--- src/sv/crg_pkg.sv ---
// Shared types, widths and constants for the camera ray direction generator.
// No dependencies; every other file in this folder imports this package.
package crg_pkg;

	// Fixed-point format of the unit vector and of the axis lanes.
	localparam int FRAC_BITS = 14;
	localparam int MAX_DIM   = 4096;

	// Field and register widths.
	localparam int PIX_W  = 12;
	localparam int DIM_W  = 13;
	localparam int AXIS_W = 48;
	localparam int LANE_W = 16;
	localparam int DIR_W  = 16;
	localparam int IDX_W  = 3;

	// Internal datapath widths.  The clamped divisors keep every camera-space
	// magnitude below 2^25, so no common pre-shift is ever needed.
	localparam int ABS_W  = DIM_W;
	localparam int MAG_W  = 2 * DIM_W - 1;
	localparam int SQ_W   = 2 * MAG_W;
	localparam int SUM_W  = SQ_W + 2;
	localparam int ROOT_W = SUM_W / 2;
	localparam int REM_W  = ROOT_W + 1;
	localparam int QUO_W  = FRAC_BITS + 1;
	localparam int DIVD_W = MAG_W + QUO_W;
	localparam int DREM_W = ROOT_W;
	localparam int UNIT_W = FRAC_BITS + 2;
	localparam int PROD_W = UNIT_W + LANE_W;
	localparam int ACC_W  = PROD_W + 2;
	localparam int RQ_W   = ACC_W - FRAC_BITS;

	localparam logic [ACC_W-1:0] ROUND_HALF = ACC_W'(1) << (FRAC_BITS - 1);
	localparam logic [RQ_W-1:0]  POS_LIMIT  = RQ_W'(32767);
	localparam logic [RQ_W-1:0]  NEG_LIMIT  = RQ_W'(32768);

	// Register reset values.
	localparam logic [DIM_W-1:0]  RST_IMAGE_WIDTH  = DIM_W'(640);
	localparam logic [DIM_W-1:0]  RST_IMAGE_HEIGHT = DIM_W'(480);
	localparam logic [AXIS_W-1:0] RST_RIGHT_AXIS   = AXIS_W'(1) << FRAC_BITS;
	localparam logic [AXIS_W-1:0] RST_UP_AXIS      = AXIS_W'(1) << (FRAC_BITS + 16);
	localparam logic [AXIS_W-1:0] RST_BACK_AXIS    = AXIS_W'(1) << (FRAC_BITS + 32);

	// Configuration register indexes.
	typedef enum logic [IDX_W-1:0] {
		REG_IMAGE_WIDTH  = 3'd0,
		REG_IMAGE_HEIGHT = 3'd1,
		REG_RIGHT_AXIS   = 3'd2,
		REG_UP_AXIS      = 3'd3,
		REG_BACK_AXIS    = 3'd4
	} crg_reg_t;

	// Data carried alongside the squared sum until the root is known.
	typedef struct packed {
		logic [MAG_W-1:0] mag_x;
		logic [MAG_W-1:0] mag_y;
		logic [MAG_W-1:0] mag_z;
		logic             neg_x;
		logic             neg_y;
	} crg_side_t;

	// A divisor of zero is taken as one and one above MAX_DIM as MAX_DIM.
	function automatic logic [DIM_W-1:0] clamp_dim(input logic [DIM_W-1:0] v);
		logic [DIM_W-1:0] r;
		if (v == '0) begin
			r = DIM_W'(1);
		end else if (v > DIM_W'(MAX_DIM)) begin
			r = DIM_W'(MAX_DIM);
		end else begin
			r = v;
		end
		return r;
	endfunction

endpackage

--- src/sv/crg_sqrt.sv ---
// Pipelined integer square root, one root bit per stage, with sideband data.
// Depends on crg_pkg.
module crg_sqrt import crg_pkg::*; (
	input  logic               clk,
	input  logic               arst_n,
	input  logic               in_valid,
	output logic               in_ready,
	input  logic [SUM_W-1:0]   in_sum,
	input  crg_side_t          in_side,
	output logic               out_valid,
	input  logic               out_ready,
	output logic [ROOT_W-1:0]  out_root,
	output crg_side_t          out_side
);

	localparam int N = ROOT_W;

	logic              v_s    [N];
	logic [REM_W-1:0]  rem_s  [N];
	logic [ROOT_W-1:0] root_s [N];
	logic [SUM_W-1:0]  rad_s  [N];
	crg_side_t         side_s [N];
	logic              rdy    [N+1];

	// Ready chain from the output back to the input.
	always_comb begin
		rdy[N] = out_ready;
		for (int k = N - 1; k >= 0; k--) begin
			rdy[k] = !v_s[k] || rdy[k+1];
		end
	end
	assign in_ready = rdy[0];

	for (genvar k = 0; k < N; k++) begin : g_stage
		logic              prev_v;
		logic [REM_W-1:0]  prev_rem;
		logic [ROOT_W-1:0] prev_root;
		logic [SUM_W-1:0]  prev_rad;
		crg_side_t         prev_side;
		logic [REM_W+1:0]  ext;
		logic [REM_W+1:0]  trial;
		logic              take;

		if (k == 0) begin : g_first
			assign prev_v    = in_valid;
			assign prev_rem  = '0;
			assign prev_root = '0;
			assign prev_rad  = in_sum;
			assign prev_side = in_side;
		end else begin : g_next
			assign prev_v    = v_s[k-1];
			assign prev_rem  = rem_s[k-1];
			assign prev_root = root_s[k-1];
			assign prev_rad  = rad_s[k-1];
			assign prev_side = side_s[k-1];
		end

		// Bring down the next two radicand bits and try root*4 + 1.
		assign ext   = {prev_rem, prev_rad[SUM_W-1 -: 2]};
		assign trial = (REM_W+2)'({prev_root, 2'b01});
		assign take  = ext >= trial;

		always_ff @(posedge clk or negedge arst_n) begin
			if (!arst_n) begin
				v_s[k] <= 1'b0;
			end else if (rdy[k]) begin
				v_s[k] <= prev_v;
			end
		end

		always_ff @(posedge clk) begin
			if (rdy[k]) begin
				rem_s[k]  <= take ? REM_W'(ext - trial) : REM_W'(ext);
				root_s[k] <= {prev_root[ROOT_W-2:0], take};
				rad_s[k]  <= {prev_rad[SUM_W-3:0], 2'b00};
				side_s[k] <= prev_side;
			end
		end
	end

	assign out_valid = v_s[N-1];
	assign out_root  = root_s[N-1];
	assign out_side  = side_s[N-1];

endmodule

--- config.mk ---
export PLATFORM = sky130hd
export DESIGN_NAME = crg_sqrt
export DESIGN_NICKNAME = d
export VERILOG_FILES = /design/src/sv/crg_pkg.sv /design/src/sv/crg_sqrt.sv
export SDC_FILE = /design/constraint.sdc
export NUM_CORES = 2
export LEC_CHECK = 0
export BUFFER_PORTS_ARGS = -buffer_cell sky130_fd_sc_hd__buf_2
export CORE_ASPECT_RATIO = 0.6
export CORE_UTILIZATION = 56
export DETAILED_ROUTE_END_ITERATION = 12
export MAX_ROUTING_LAYER = met4
export PLACE_DENSITY = 0.78
export SYNTH_ARGS = -nofsm -noshare
export SYNTH_HDL_FRONTEND = slang
export SYNTH_MEMORY_MAX_BITS = 65536
export SYNTH_SLANG_ARGS = --single-unit
export TNS_END_PERCENT = 100
--- constraint.sdc ---
create_clock -name clk -period 17.32 [get_ports clk]
set_clock_uncertainty 0.15 [all_clocks]
set_input_delay 2.598 -clock clk [delete_from_list [all_inputs] [get_ports clk]]
set_output_delay 2.598 -clock clk [all_outputs]
set_load 0.05 [all_outputs]
# == Word level (Yosys, flattened, before mapping) ==
# Memory sizes are Yosys's and may differ from the RTL's.
# Cells that the tools add are included.
# totals
word_cells,212
rom_bits,0
latchBits,0
memories,4
input_bits,133
ff_bits,26
ramBits,4680
# mem_list
name,words,width,read_ports,rd_ports_with_merged_regs,write_ports,line_no,text
side_s,26,77,26,0,26,crg_sqrt.sv:22,crg_side_t side_s [N];
rad_s,26,50,25,0,26,crg_sqrt.sv:21,logic [SUM_W-1:0] rad_s [N];
rem_s,26,27,25,0,26,crg_sqrt.sv:19,logic [REM_W-1:0] rem_s [N];
root_s,26,26,26,0,26,crg_sqrt.sv:20,logic [ROOT_W-1:0] root_s [N];
# op_classes
shifts,0
div,0
mux,78
n_addsub,26
n_eq_ne,0
bitwise_logic,0
n_reduce_logical,52
magnitude_cmp,26
mul,0
# ops
op,count
>= comparator 29 x 28 -> 1 bit,25
2-to-1 mux 27 bit,26
subtractor 27 bit,25
2-to-1 mux 1 bit,52
logical NOT 1 bit,26
logical OR 1 bit,26
subtractor 2 x 1 -> 3 bit (second input constant),1
>= comparator 2 x 1 -> 1 bit (second input constant),1

# == Longest topological paths before layout ==
# logic_depth
word_depth,29
depth_mapped,13
mapped_depth_nobuf,12

# == Least setup slack after synthesis ==
# OpenSTA, ideal clock, no wires.
# synth_timing
kind,input -> output
startpoint,input port out_ready
endpoint,output port in_ready
path_buffers,0
slack_ns,-1.398
t_arrival_ns,15.970
path_stages,9
cell_sequence,and3b_1 nand4_1 nor3_1 and3_1 and3_1 nand3_1 nor2_1 and3_1 nand2_1
# synth_lines
item,line_no,text
"start, declared",crg_sqrt.sv:11,"input logic out_ready,"
"end, declared",crg_sqrt.sv:7,"output logic in_ready,"

==> out/results.ini <==
[placement]
gp_congestion = 0.959
dp.final_hpwl_um = 170000
io_buffer_count = 237
place_ws_ps = 7670
placed_area_mm2 = 0.142
dpl.cell_count = 11200

[route]
totalWireLength_um = 291000
first_iter_violations = 9434
ant_nets = 0
vias_per_cell = 5.87
wl_per_cell_um = 24.6
dr.pass1.iters = 9
vias = 69200
drc = 0

[layout]
drive_above_1_share_pct = 10.6
final_cell_area_mm2 = 0.152
nFillCells = 15600
final_cells = 11800
nets = 8815
finish.utilization_pct = 63.2
area_growth_pct = 11.6

[timing]
period_needed_ps = 10090
fin_ws_ps = 7230
tightest_slew_ps = 1320
grt_setup_unrepaired = no
period_share_pct = 58.2
hold_violations = 0
holdWs_ps = 226
slew_violations = 0
relSlewSlack_pct = 11.8
finalSetupTns_ps = 0
max_freq_ghz = 0.0991
setup_viol = 0

[min_path]
min_from = side_s[3][232]$_DFFE_PP_
hold_depth = 0
min_to = side_s[4][1]$_DFFE_PP_
hold_class = reg -> reg

[status]
outcome = complete, no violations

[yosys]
ys_warn_count = 0
synth_area_mm2 = 0.136
synth_area_leaders = edfxtp_1 (80%), ha_1 (3.5%), xnor2_1 (1.7%)
synth_nets = 8274
yosysMostFrequentCell = edfxtp_1
synthArstFlopShare_pct = 0.709
ys_seq_area_share_pct = 80.8
synth_flop_cell = edfxtp_1
syn_area_per_cell_um2 = 17.5
yosysTopAreaCell = edfxtp_1
synth_edf_count = 3641
synthDistinctLibCells = 84
synth_seq_cells = 3667
synth_top_area_share_pct = 80.3
synthTopCellsByCount = edfxtp_1 (3,641), inv_1 (475), nand2_1 (403)
netlist_instances = 7762

[critical_path]
setup.worst_path.start_class = primary input
cp.arrival_ps = 7340
worstPathRequired_ps = 14570
r2r_setup_slack_ps = 11070
ff2ff_path_depth = 12
timing.rr.start = out_valid$_DFFE_PN0P_
path_max_fanout = 27
cp-end-kind = output pin
crit_type = in -> out
r2r-end = rad_s[0][27]$_DFFE_PP_

[power]
netSwitchingPower_mw = 5.45
comb_power_share_pct = 10.3
ir_drop_v = 0.0000966
power_leakage_nw = 58.2
p_total_mw = 21.5
seqPwrFrac_pct = 56.0
p_per_area_mw_per_mm2 = 142
p_int_mw = 16.1
sw_frac_of_total_pct = 25.3
power_frac_clock_pct = 33.7

[clock_tree]
post_cts_resized = 0
cts_hold_buf = 0
cts_tree = yes
cts-root-buf = clkbuf_16
path_clk_slew_ps = 80
worstSkewPairLatency_ps = 890
clockBufferDepth = 4
cts_max_level = 5
cts_sinks = 3667
post_cts_buffers = 0
cts-buffers-inserted = 317

[global_route]
grt_first_pass_wirelength_um = 431000
grt_use_total_pct = 24.1
grt_max_degree = 138
overflow = 0
grt_pass1_vias = 68700
antenna_found_initial = 16

[floorplan]
start_util_pct = 56.6
num_rows = 139
design.core.area_mm2 = 0.241
pin_count = 238
dieHeight_um = 384
die_w_um = 639
die_area_mm2 = 0.245

[job]
maxCapViolCount = 0

registers in the layout (all words and copies together), names as in the netlist:
name and cells:
out_valid 1, rem_s 638, root_s 351, side_s 2002, rad_s 650, g_stage.prev_v 25
cell families (layout without fill, tap and decap cells):
family / count (synthesis) / in the layout / share of synthesized area (%)
XOR/XNOR: 508 / 508 / 3.27
AND/OR/NAND/NOR: 1533 / 1533 / 5.58
flip-flops: 3667 / 3667 / 80.8
other: 1 / 12 / 0.00275
multiplexers: 75 / 75 / 0.610
adder cells (fa/ha/maj): 379 / 379 / 3.48
buffers and inverters: 551 / 1330 / 1.53
AO/OA/AOI/OAI: 1048 / 1048 / 4.78
worst max-delay path, stage by stage:
cell and delay [ps]:
buf_2 110, and3b_1 500, nand4_1 280, nor3_1 360, buf_4 260, and3_1 420
and3_1 540, nand3_4 420, nor2_1 670, and3_1 480, nand2_4 320, buf_2 330
power groups by stage:
stage	Sequential [mW]	Combinational, mW	Clock [mW]
floorplan	12.0	1.46	0
global placement	12.1	2.02	0
detailed placement	12.2	2.11	0
CTS	12.0	2.19	7.35
global route	12.2	2.40	7.67
finish	12.1	2.22	7.26
cell usage in the layout (no fill, tap or decap), types with 54 or more instances in the layout:
| cell | n |
|---|---|
| inv_1 | 467 |
| clkbuf_1 | 60 |
| or3_1 | 59 |
| o21a_1 | 80 |
| mux2_2 | 64 |
| nor4_1 | 82 |
| buf_4 | 54 |
| o21ai_0 | 274 |
| nand3_1 | 89 |
| nand2_1 | 393 |
| clkbuf_16 | 326 |
| edfxtp_1 | 3641 |
| a21o_1 | 95 |
| buf_2 | 237 |
| xnor2_1 | 260 |
| a21oi_1 | 330 |
| nor3_1 | 136 |
| xor2_1 | 248 |
| ha_1 | 379 |
| nor2_1 | 371 |
| nand2b_1 | 88 |
| clkinv_1 | 57 |
cell type report:
type | instances | area (um2) | area share [%]
Tap cell | 3243 | 4060 | 2.67
Inverter | 481 | 1840 | 1.21
Timing Repair Buffer | 292 | 1610 | 1.06
Sequential cell | 3667 | 110000 | 72.4
Antenna cell | 11 | 27.5 | 0.0181
Multi-Input combinational cell | 3544 | 24300 | 16.0
Clock inverter | 171 | 1810 | 1.19
Clock buffer | 386 | 8380 | 5.51
how the worst max path moves through the flow:
stage | start | end | slack (ps) | cells after the start
after global placement | out_ready | in_ready | 7780 | 12
after global routing | out_ready | in_ready | 7140 | 12
after floorplan | out_ready | in_ready | 360 | 9
after CTS | out_ready | in_ready | 7330 | 12
after detailed placement | out_ready | in_ready | 7670 | 12
final | out_ready | in_ready | 7230 | 12
metal layers:
layer  share of wire (%)  track usage [%]  up-vias
li1                    -                -    30600
met1                  41             32.6    34400
met2                  48             37.9     3558
met3                 8.7             4.27      695
met4                 3.3             7.07        0
met5                   0                -        -
Note: power is estimated with default switching activity, not from simulation.
