--- src/sv/crg_pkg.sv ---
// Shared types, widths and constants for the camera ray direction generator.
// No dependencies; every other file in this folder imports this package.
package crg_pkg;

	// Fixed-point format of the unit vector and of the axis lanes.
	localparam int FRAC_BITS = 14;
	localparam int MAX_DIM   = 4096;

	// Field and register widths.
	localparam int PIX_W  = 12;
	localparam int DIM_W  = 13;
	localparam int AXIS_W = 48;
	localparam int LANE_W = 16;
	localparam int DIR_W  = 16;
	localparam int IDX_W  = 3;

	// Internal datapath widths.  The clamped divisors keep every camera-space
	// magnitude below 2^25, so no common pre-shift is ever needed.
	localparam int ABS_W  = DIM_W;
	localparam int MAG_W  = 2 * DIM_W - 1;
	localparam int SQ_W   = 2 * MAG_W;
	localparam int SUM_W  = SQ_W + 2;
	localparam int ROOT_W = SUM_W / 2;
	localparam int REM_W  = ROOT_W + 1;
	localparam int QUO_W  = FRAC_BITS + 1;
	localparam int DIVD_W = MAG_W + QUO_W;
	localparam int DREM_W = ROOT_W;
	localparam int UNIT_W = FRAC_BITS + 2;
	localparam int PROD_W = UNIT_W + LANE_W;
	localparam int ACC_W  = PROD_W + 2;
	localparam int RQ_W   = ACC_W - FRAC_BITS;

	localparam logic [ACC_W-1:0] ROUND_HALF = ACC_W'(1) << (FRAC_BITS - 1);
	localparam logic [RQ_W-1:0]  POS_LIMIT  = RQ_W'(32767);
	localparam logic [RQ_W-1:0]  NEG_LIMIT  = RQ_W'(32768);

	// Register reset values.
	localparam logic [DIM_W-1:0]  RST_IMAGE_WIDTH  = DIM_W'(640);
	localparam logic [DIM_W-1:0]  RST_IMAGE_HEIGHT = DIM_W'(480);
	localparam logic [AXIS_W-1:0] RST_RIGHT_AXIS   = AXIS_W'(1) << FRAC_BITS;
	localparam logic [AXIS_W-1:0] RST_UP_AXIS      = AXIS_W'(1) << (FRAC_BITS + 16);
	localparam logic [AXIS_W-1:0] RST_BACK_AXIS    = AXIS_W'(1) << (FRAC_BITS + 32);

	// Configuration register indexes.
	typedef enum logic [IDX_W-1:0] {
		REG_IMAGE_WIDTH  = 3'd0,
		REG_IMAGE_HEIGHT = 3'd1,
		REG_RIGHT_AXIS   = 3'd2,
		REG_UP_AXIS      = 3'd3,
		REG_BACK_AXIS    = 3'd4
	} crg_reg_t;

	// Data carried alongside the squared sum until the root is known.
	typedef struct packed {
		logic [MAG_W-1:0] mag_x;
		logic [MAG_W-1:0] mag_y;
		logic [MAG_W-1:0] mag_z;
		logic             neg_x;
		logic             neg_y;
	} crg_side_t;

	// A divisor of zero is taken as one and one above MAX_DIM as MAX_DIM.
	function automatic logic [DIM_W-1:0] clamp_dim(input logic [DIM_W-1:0] v);
		logic [DIM_W-1:0] r;
		if (v == '0) begin
			r = DIM_W'(1);
		end else if (v > DIM_W'(MAX_DIM)) begin
			r = DIM_W'(MAX_DIM);
		end else begin
			r = v;
		end
		return r;
	endfunction

endpackage

--- src/sv/crg_div.sv ---
// Pipelined rounded division of the three magnitudes by the root, one
// quotient bit per stage on three lanes.  Depends on crg_pkg.
module crg_div import crg_pkg::*; (
	input  logic              clk,
	input  logic              arst_n,
	input  logic              in_valid,
	output logic              in_ready,
	input  logic [ROOT_W-1:0] in_root,
	input  crg_side_t         in_side,
	output logic              out_valid,
	input  logic              out_ready,
	output logic [QUO_W-1:0]  out_quo [3],
	output logic              out_neg_x,
	output logic              out_neg_y
);

	localparam int N = QUO_W + 1;

	logic              v_s    [N];
	logic [DREM_W-1:0] rem_s  [N][3];
	logic [QUO_W-1:0]  low_s  [N][3];
	logic [QUO_W-1:0]  quo_s  [N][3];
	logic [ROOT_W-1:0] dvs_s  [N];
	logic              negx_s [N];
	logic              negy_s [N];
	logic              rdy    [N+1];

	logic [MAG_W-1:0]  mags [3];
	logic [DIVD_W-1:0] dvd  [3];

	// Ready chain from the output back to the input.
	always_comb begin
		rdy[N] = out_ready;
		for (int k = N - 1; k >= 0; k--) begin
			rdy[k] = !v_s[k] || rdy[k+1];
		end
	end
	assign in_ready = rdy[0];

	// Dividend mag * 2^FRAC_BITS + floor(root / 2) gives round to nearest.
	assign mags[0] = in_side.mag_x;
	assign mags[1] = in_side.mag_y;
	assign mags[2] = in_side.mag_z;
	for (genvar l = 0; l < 3; l++) begin : g_dvd
		assign dvd[l] = DIVD_W'({mags[l], {FRAC_BITS{1'b0}}}) + DIVD_W'(in_root >> 1);
	end

	// Set-up stage: high dividend part is already below the divisor.
	always_ff @(posedge clk or negedge arst_n) begin
		if (!arst_n) begin
			v_s[0] <= 1'b0;
		end else if (rdy[0]) begin
			v_s[0] <= in_valid;
		end
	end

	always_ff @(posedge clk) begin
		if (rdy[0]) begin
			for (int l = 0; l < 3; l++) begin
				rem_s[0][l] <= DREM_W'(dvd[l][DIVD_W-1:QUO_W]);
				low_s[0][l] <= dvd[l][QUO_W-1:0];
				quo_s[0][l] <= '0;
			end
			dvs_s[0]  <= in_root;
			negx_s[0] <= in_side.neg_x;
			negy_s[0] <= in_side.neg_y;
		end
	end

	// Restoring division stages.
	for (genvar k = 1; k < N; k++) begin : g_stage
		logic [DREM_W:0] ext  [3];
		logic            take [3];

		for (genvar l = 0; l < 3; l++) begin : g_lane
			assign ext[l]  = {rem_s[k-1][l], low_s[k-1][l][QUO_W-1]};
			assign take[l] = ext[l] >= {1'b0, dvs_s[k-1]};
		end

		always_ff @(posedge clk or negedge arst_n) begin
			if (!arst_n) begin
				v_s[k] <= 1'b0;
			end else if (rdy[k]) begin
				v_s[k] <= v_s[k-1];
			end
		end

		always_ff @(posedge clk) begin
			if (rdy[k]) begin
				for (int l = 0; l < 3; l++) begin
					rem_s[k][l] <= take[l] ? DREM_W'(ext[l] - {1'b0, dvs_s[k-1]})
						: DREM_W'(ext[l]);
					low_s[k][l] <= {low_s[k-1][l][QUO_W-2:0], 1'b0};
					quo_s[k][l] <= {quo_s[k-1][l][QUO_W-2:0], take[l]};
				end
				dvs_s[k]  <= dvs_s[k-1];
				negx_s[k] <= negx_s[k-1];
				negy_s[k] <= negy_s[k-1];
			end
		end
	end

	assign out_valid = v_s[N-1];
	assign out_quo   = quo_s[N-1];
	assign out_neg_x = negx_s[N-1];
	assign out_neg_y = negy_s[N-1];

endmodule

--- config.mk ---
export PLATFORM = sky130hd
export DESIGN_NAME = crg_div
export DESIGN_NICKNAME = d
export VERILOG_FILES = /design/src/sv/crg_pkg.sv /design/src/sv/crg_div.sv
export SDC_FILE = /design/constraint.sdc
export NUM_CORES = 2
export LEC_CHECK = 0
export BUFFER_PORTS_ARGS = -buffer_cell sky130_fd_sc_hd__buf_2
export CAP_MARGIN = 5
export CORE_UTILIZATION = 30
export CTS_CLUSTER_DIAMETER = 80
export DETAILED_ROUTE_END_ITERATION = 7
export PLACE_DENSITY_LB_ADDON = 0.05
export SYNTH_ARGS = -nofsm -noshare
export SYNTH_HDL_FRONTEND = slang
export SYNTH_SLANG_ARGS = --single-unit
--- constraint.sdc ---
create_clock -name clk -period 16.4 [get_ports clk]
set_input_delay 1.64 -clock clk [delete_from_list [all_inputs] [get_ports clk]]
set_output_delay 1.64 -clock clk [all_outputs]
set_load 0.005 [all_outputs]
; ---- Word-level counts from Yosys, hierarchy flattened
; Memory sizes are Yosys's and may differ from the RTL's.
; Cells that the tools add are included.
; Widths: inputs -> output; s select.
[word_totals]
reg_bits = 16
mem_bits_rw = 3136
inputBits = 107
n_memories = 6
[memory_table]
columns = memory, words, word_bits, rd, rd_ports_with_merged_regs, wr, line_no
row1 = rem_s, 16, 78, 15, 0, 16, crg_div.sv:20  ; logic [DREM_W-1:0] rem_s [N][3];
row2 = low_s, 16, 45, 15, 0, 16, crg_div.sv:21  ; logic [QUO_W-1:0] low_s [N][3];
row3 = quo_s, 16, 45, 16, 0, 16, crg_div.sv:22  ; logic [QUO_W-1:0] quo_s [N][3];
row4 = dvs_s, 16, 26, 15, 0, 16, crg_div.sv:23  ; logic [ROOT_W-1:0] dvs_s [N];
row5 = negx_s, 16, 1, 16, 0, 16, crg_div.sv:24  ; logic negx_s [N];
row6 = negy_s, 16, 1, 16, 0, 16, crg_div.sv:25  ; logic negy_s [N];
[classes]
add_sub_neg = 48
order_cmp = 45
muxes = 77
n_reduce_logical = 32
[ops]
columns = operator, n
row1 = $ge 27x26->1, 45
row2 = $mux 26, 45
row3 = $sub 26x26->26, 45
row4 = $add 39x25->40, 3
row5 = $mux 1, 32
row6 = $logic_not 1->1, 16
row7 = $logic_or 1x1->1, 16

; ---- Longest topological paths before layout
[depth]
word_depth = 19
mapped_depth = 15
mapped_depth_nobuf = 13

; ---- Worst setup path before layout
; OpenSTA, ideal clock, no wires.
[synth_timing]
path_type = input to output
start = input out_ready
end = output in_ready
arrival_ps = 12700
t_required_ps = 14760
path_slack_ps = 2060
stages = 9
n_path_buf = 0
cell_sequence = nor2b_1 > nand2_1 > nor2_1 > and2_1 > and3_1 > and3_1 > nand3_1 > nor2_1 > nand4_1
[synth_lines]
columns = element, line_no
row1 = "start, declared", crg_div.sv:11  ; input logic out_ready,
row2 = "end, declared", crg_div.sv:7  ; output logic in_ready,

==> results.txt <==
The run gives 57.6 nW as the static leakage. The aggregate negative setup slack was 0 ns; the area enclosed by the die boundary was 0.431 mm2. The distinct cell type count of the synthesized netlist was 96.

In this run the worst setup path terminates at in_ready. Traced cell by cell, the critical path runs through buf_2, nor2b_1, nand2_4, nor2_1, and2_1, and3_1, and3_1, nand3_4, nor2_1, nand4_1, buf_4, buf_2. Counting every instance in the synthesized netlist gives 12100.

The number of top-level design ports was 156. Setup violations remaining at the end of the flow were counted as 0. The worst pin sits at a relative slew slack of -1.39%. The run gives 42900 as the count of fill cells added during filler insertion.

The detail route stage leaves a number of antenna-violating nets equal to 0. The clock tree synthesis step divided the H-tree into 4 levels. The routed layout has 94900 vias. The run gives 90100 as the via count of the first global-routing pass. Routability-driven placement finished with a final weighted congestion of 0.920. In this run the power density over the cells is 244 mW/mm2.

The post-route netlist has 9.53% of its cells at a drive strength greater than 1. For this run, the detailed router's first-pass iteration total came to 6. The clock slew seen by the registers of the worst setup and hold paths came out at 0.06 ns. The clock tree root driver cell is clkbuf_16. The average footprint of a synthesized cell came out at 10.7 um2.

The total buffers and inverters traversed by the critical path is 3. The first global-routing pass estimated 644 mm of wire. For this run, the register share of the synthesized area comes to 45.9%. In this run the worst setup path begins at out_ready. The count of port buffers added during placement was 155. The final critical path takes up 45.0% of the cycle. Netlist area before placement: 0.129 mm2.

The largest stage delay on the critical path is 0.57 ns, and the count of flip-flops with a built-in enable after synthesis is 1952. The worst-case vdd ir drop was 0.111 mV; the worst reg-to-reg setup slack was 10.94 ns. The area of the placeable core is 0.427 mm2. The insertion delay of the later-clocked pin in the worst-skew pair is 0.95 ns. The post-synthesis async set-or-reset flop share was 0.813%; the worst endpoint data arrival time was 5.74 ns. Required time at the worst-slack endpoint: 14.76 ns. In this run the horizontal extent of the chip is 657 um. For this run, the top clock speed supported by timing is 135 MHz.

The most frequent cell after synthesis was edfxtp_1. For the DRC violation total after the first TritonRoute iteration, the log shows 8955. The total of flip-flops plus latches after synthesis was 1968; the number of sinks on the clock net was 1968.

Along the worst path, the maximum fanout reaches 34. The y dimension of the die came out at 657 um. The logs give 238 for the total CTS buffers and 4 for the number of buffers on the longest clock path.

Wires add up to 454 mm. The fraction of synthesized cell area taken by the top area cell type is 45.6%, and the maximum number of pins on one net before global-route repair is 131. The total global routing overflow is 0. The initial cell density of the core is 30.1%. The multi-input combinational cells in the finished layout cover a total of 0.0659 mm2. Global routing consumed, over all layers together, 20.3% of the routing resources. The checks that failed: capacitance limit, slew limit. For the max-cap violation count, the log shows 1.

The logs give 0.0466 ns for the clock skew and 0 for the post-cts gate resize count. The run finished, with violations left. Number of slew-limit violations in the final report: 2.

The endpoint identified for the worst register-to-register timing path is rem_s[3][58]$_DFFE_PP_. The number of stages on the worst hold path is 0, and the cell count along the critical path is 12. Setup repair after global routing left no endpoint under its margin.

The average wire per cell in the routed design was 25.0 um. The Yosys step of the flow raised 0 warnings. Ranked by total cell area, the synthesized netlist is headed by edfxtp_1, ha_1, mux2_2, xnor2_1, a21oi_1. The initial antenna violation count was 23; the final routed DRC violation total was 0. Type of element launching the critical path: an input pin. The path category of the worst min-delay check is flip-flop to flip-flop.

Depth of the worst register-to-register path: 12. Registers take 0.0590 mm2. The number of placement rows was 240; the final number of hold-violating endpoints was 0. STA classifies the critical path endpoint as an output pin.

In the synthesized netlist the dominant register cell turns out to be edfxtp_1. The post-synthesis cell type with the largest combined area is edfxtp_1. Grouping stages by cell kind, the critical path spends the most delay in simple AND/OR/NAND/NOR gates. The library cell contributing the largest single delay on the critical path was nor2_1.

The count of nets after finishing is 13600, and the number of buffers inserted by post-CTS setup repair is 0. The worst path in the final design needs a cycle of 7.38 ns, including I/O delays and setup. For the pin with the worst max-slew slack, the measured transition is 1.50 ns. The type of the worst setup path is input pin to output pin. The number of vias per cell was 5.23; the worst hold slack was 0.399 ns.

The worst register-to-register path begins at dvs_s[1][13]$_DFFE_PP_. The commonest cells after synthesis are edfxtp_1, ha_1, a21oi_1, o21ai_0, nand2_1. The number of nets in the synthesized netlist is 13400.

In this run, post-CTS hold repair placed 0 buffers. Relative to the synthesized area, the layout overhead comes to 11.9%. TritonCTS built the clock tree. The wire-length estimate of the detail-placed layout is 371 mm.
[worst min path at each step]
stage,startpoint,endpoint,slack (ns)
floorplan,negx_s[9]$_DFFE_PP_,negx_s[10]$_DFFE_PP_,0.40
global placement,quo_s[1][201]$_DFFE_PP_,quo_s[1][247]$_DFFE_PP_,0.40
detailed placement,negy_s[13]$_DFFE_PP_,negy_s[14]$_DFFE_PP_,0.40
CTS,quo_s[1][290]$_DFFE_PP_,quo_s[1][336]$_DFFE_PP_,0.39
global route,quo_s[1][290]$_DFFE_PP_,quo_s[1][336]$_DFFE_PP_,0.40
finish,negy_s[13]$_DFFE_PP_,negy_s[14]$_DFFE_PP_,0.40
[cells in the final DEF (no fill, tap or decap), types with 103 or more instances in the layout]
master     count
a211oi_1     115
a21o_1       400
a21oi_1     1020
and3_1       103
buf_2        155
clkbuf_16    241
edfxtp_1    1952
ha_1        1175
inv_1        676
mux2_2       465
nand2_1      877
nand2b_1     168
nand3_1      225
nand4_1      147
nor2_1       813
nor2b_1      177
nor3_1       218
o21a_1       171
o21ai_0      895
o21bai_1     112
xnor2_1      596
xor2_1       345
[routing by layer]
layer / part of all wire, % / wire, um / vias to the layer above / track usage (%)
met5: 0 / 0 / - / 0
met4: 2.2 / 10000 / 0 / 4.39
met3: 5.0 / 22500 / 400 / 2.39
met2: 47 / 216000 / 2647 / 34.2
met1: 45 / 206000 / 46200 / 27.9
li1: - / - / 45600 / -
[per-stage QoR]
stage                     std cells  setup WS, ns  area, um2  utilization [%]  total power [mW]
after floorplan               12100          2.06     129000                -              23.1
after global placement        17700          8.83     136000             31.8              29.7
after detailed placement      17700          8.91     136000             31.8              29.7
after CTS                     18100          8.90     144000             33.7              35.4
after global routing          18100          8.68     144000             33.7              37.5
final                         18200          9.02     144000             33.7              35.0
[kinds of logic after synthesis]
logic type,count (synthesis),synth area share [%]
buffers and inverters,953,3.01
AND/OR/NAND/NOR,3032,11.2
adder cells (fa/ha/maj),1220,12.1
XOR/XNOR,941,6.41
multiplexers,552,4.81
flip-flops,1968,45.9
AO/OA/AOI/OAI,3392,16.5
[state kept, by name, summed over array words and instances, names as in the netlist]
register	cells
negy_s	16
out_valid	1
negx_s	16
dvs_s	390
quo_s	360
v_s	15
rem_s	1167
low_s	3
[where the power goes]
group          switching, mW  total, mW  internal [mW]
clock network           2.26       5.37           3.10
logic                   11.4       19.0           7.65
registers               1.82       10.6           8.81
[final cells by class]
cell class                      count  share of cell area [%]
Timing Repair Buffer              229                   0.934
Tap cell                         5687                    4.95
Sequential cell                  1968                    41.0
Inverter                          683                    1.80
Clock inverter                    154                    1.12
Clock buffer                      290                    4.35
Multi-Input combinational cell   9137                    45.8
Antenna cell                        6                  0.0104
[worst register-to-register path, delay by kind of cell, from the launching register on]
kind / cells / cell delay (ns)
flops: 1 / 0.58
simple gates: 2 / 0.89
buf+inv: 2 / 0.66
compound gates: 6 / 2.24
fa+ha+maj: 1 / 0.43
mux: 1 / 0.39
Note: power is estimated with default switching activity, not from simulation.
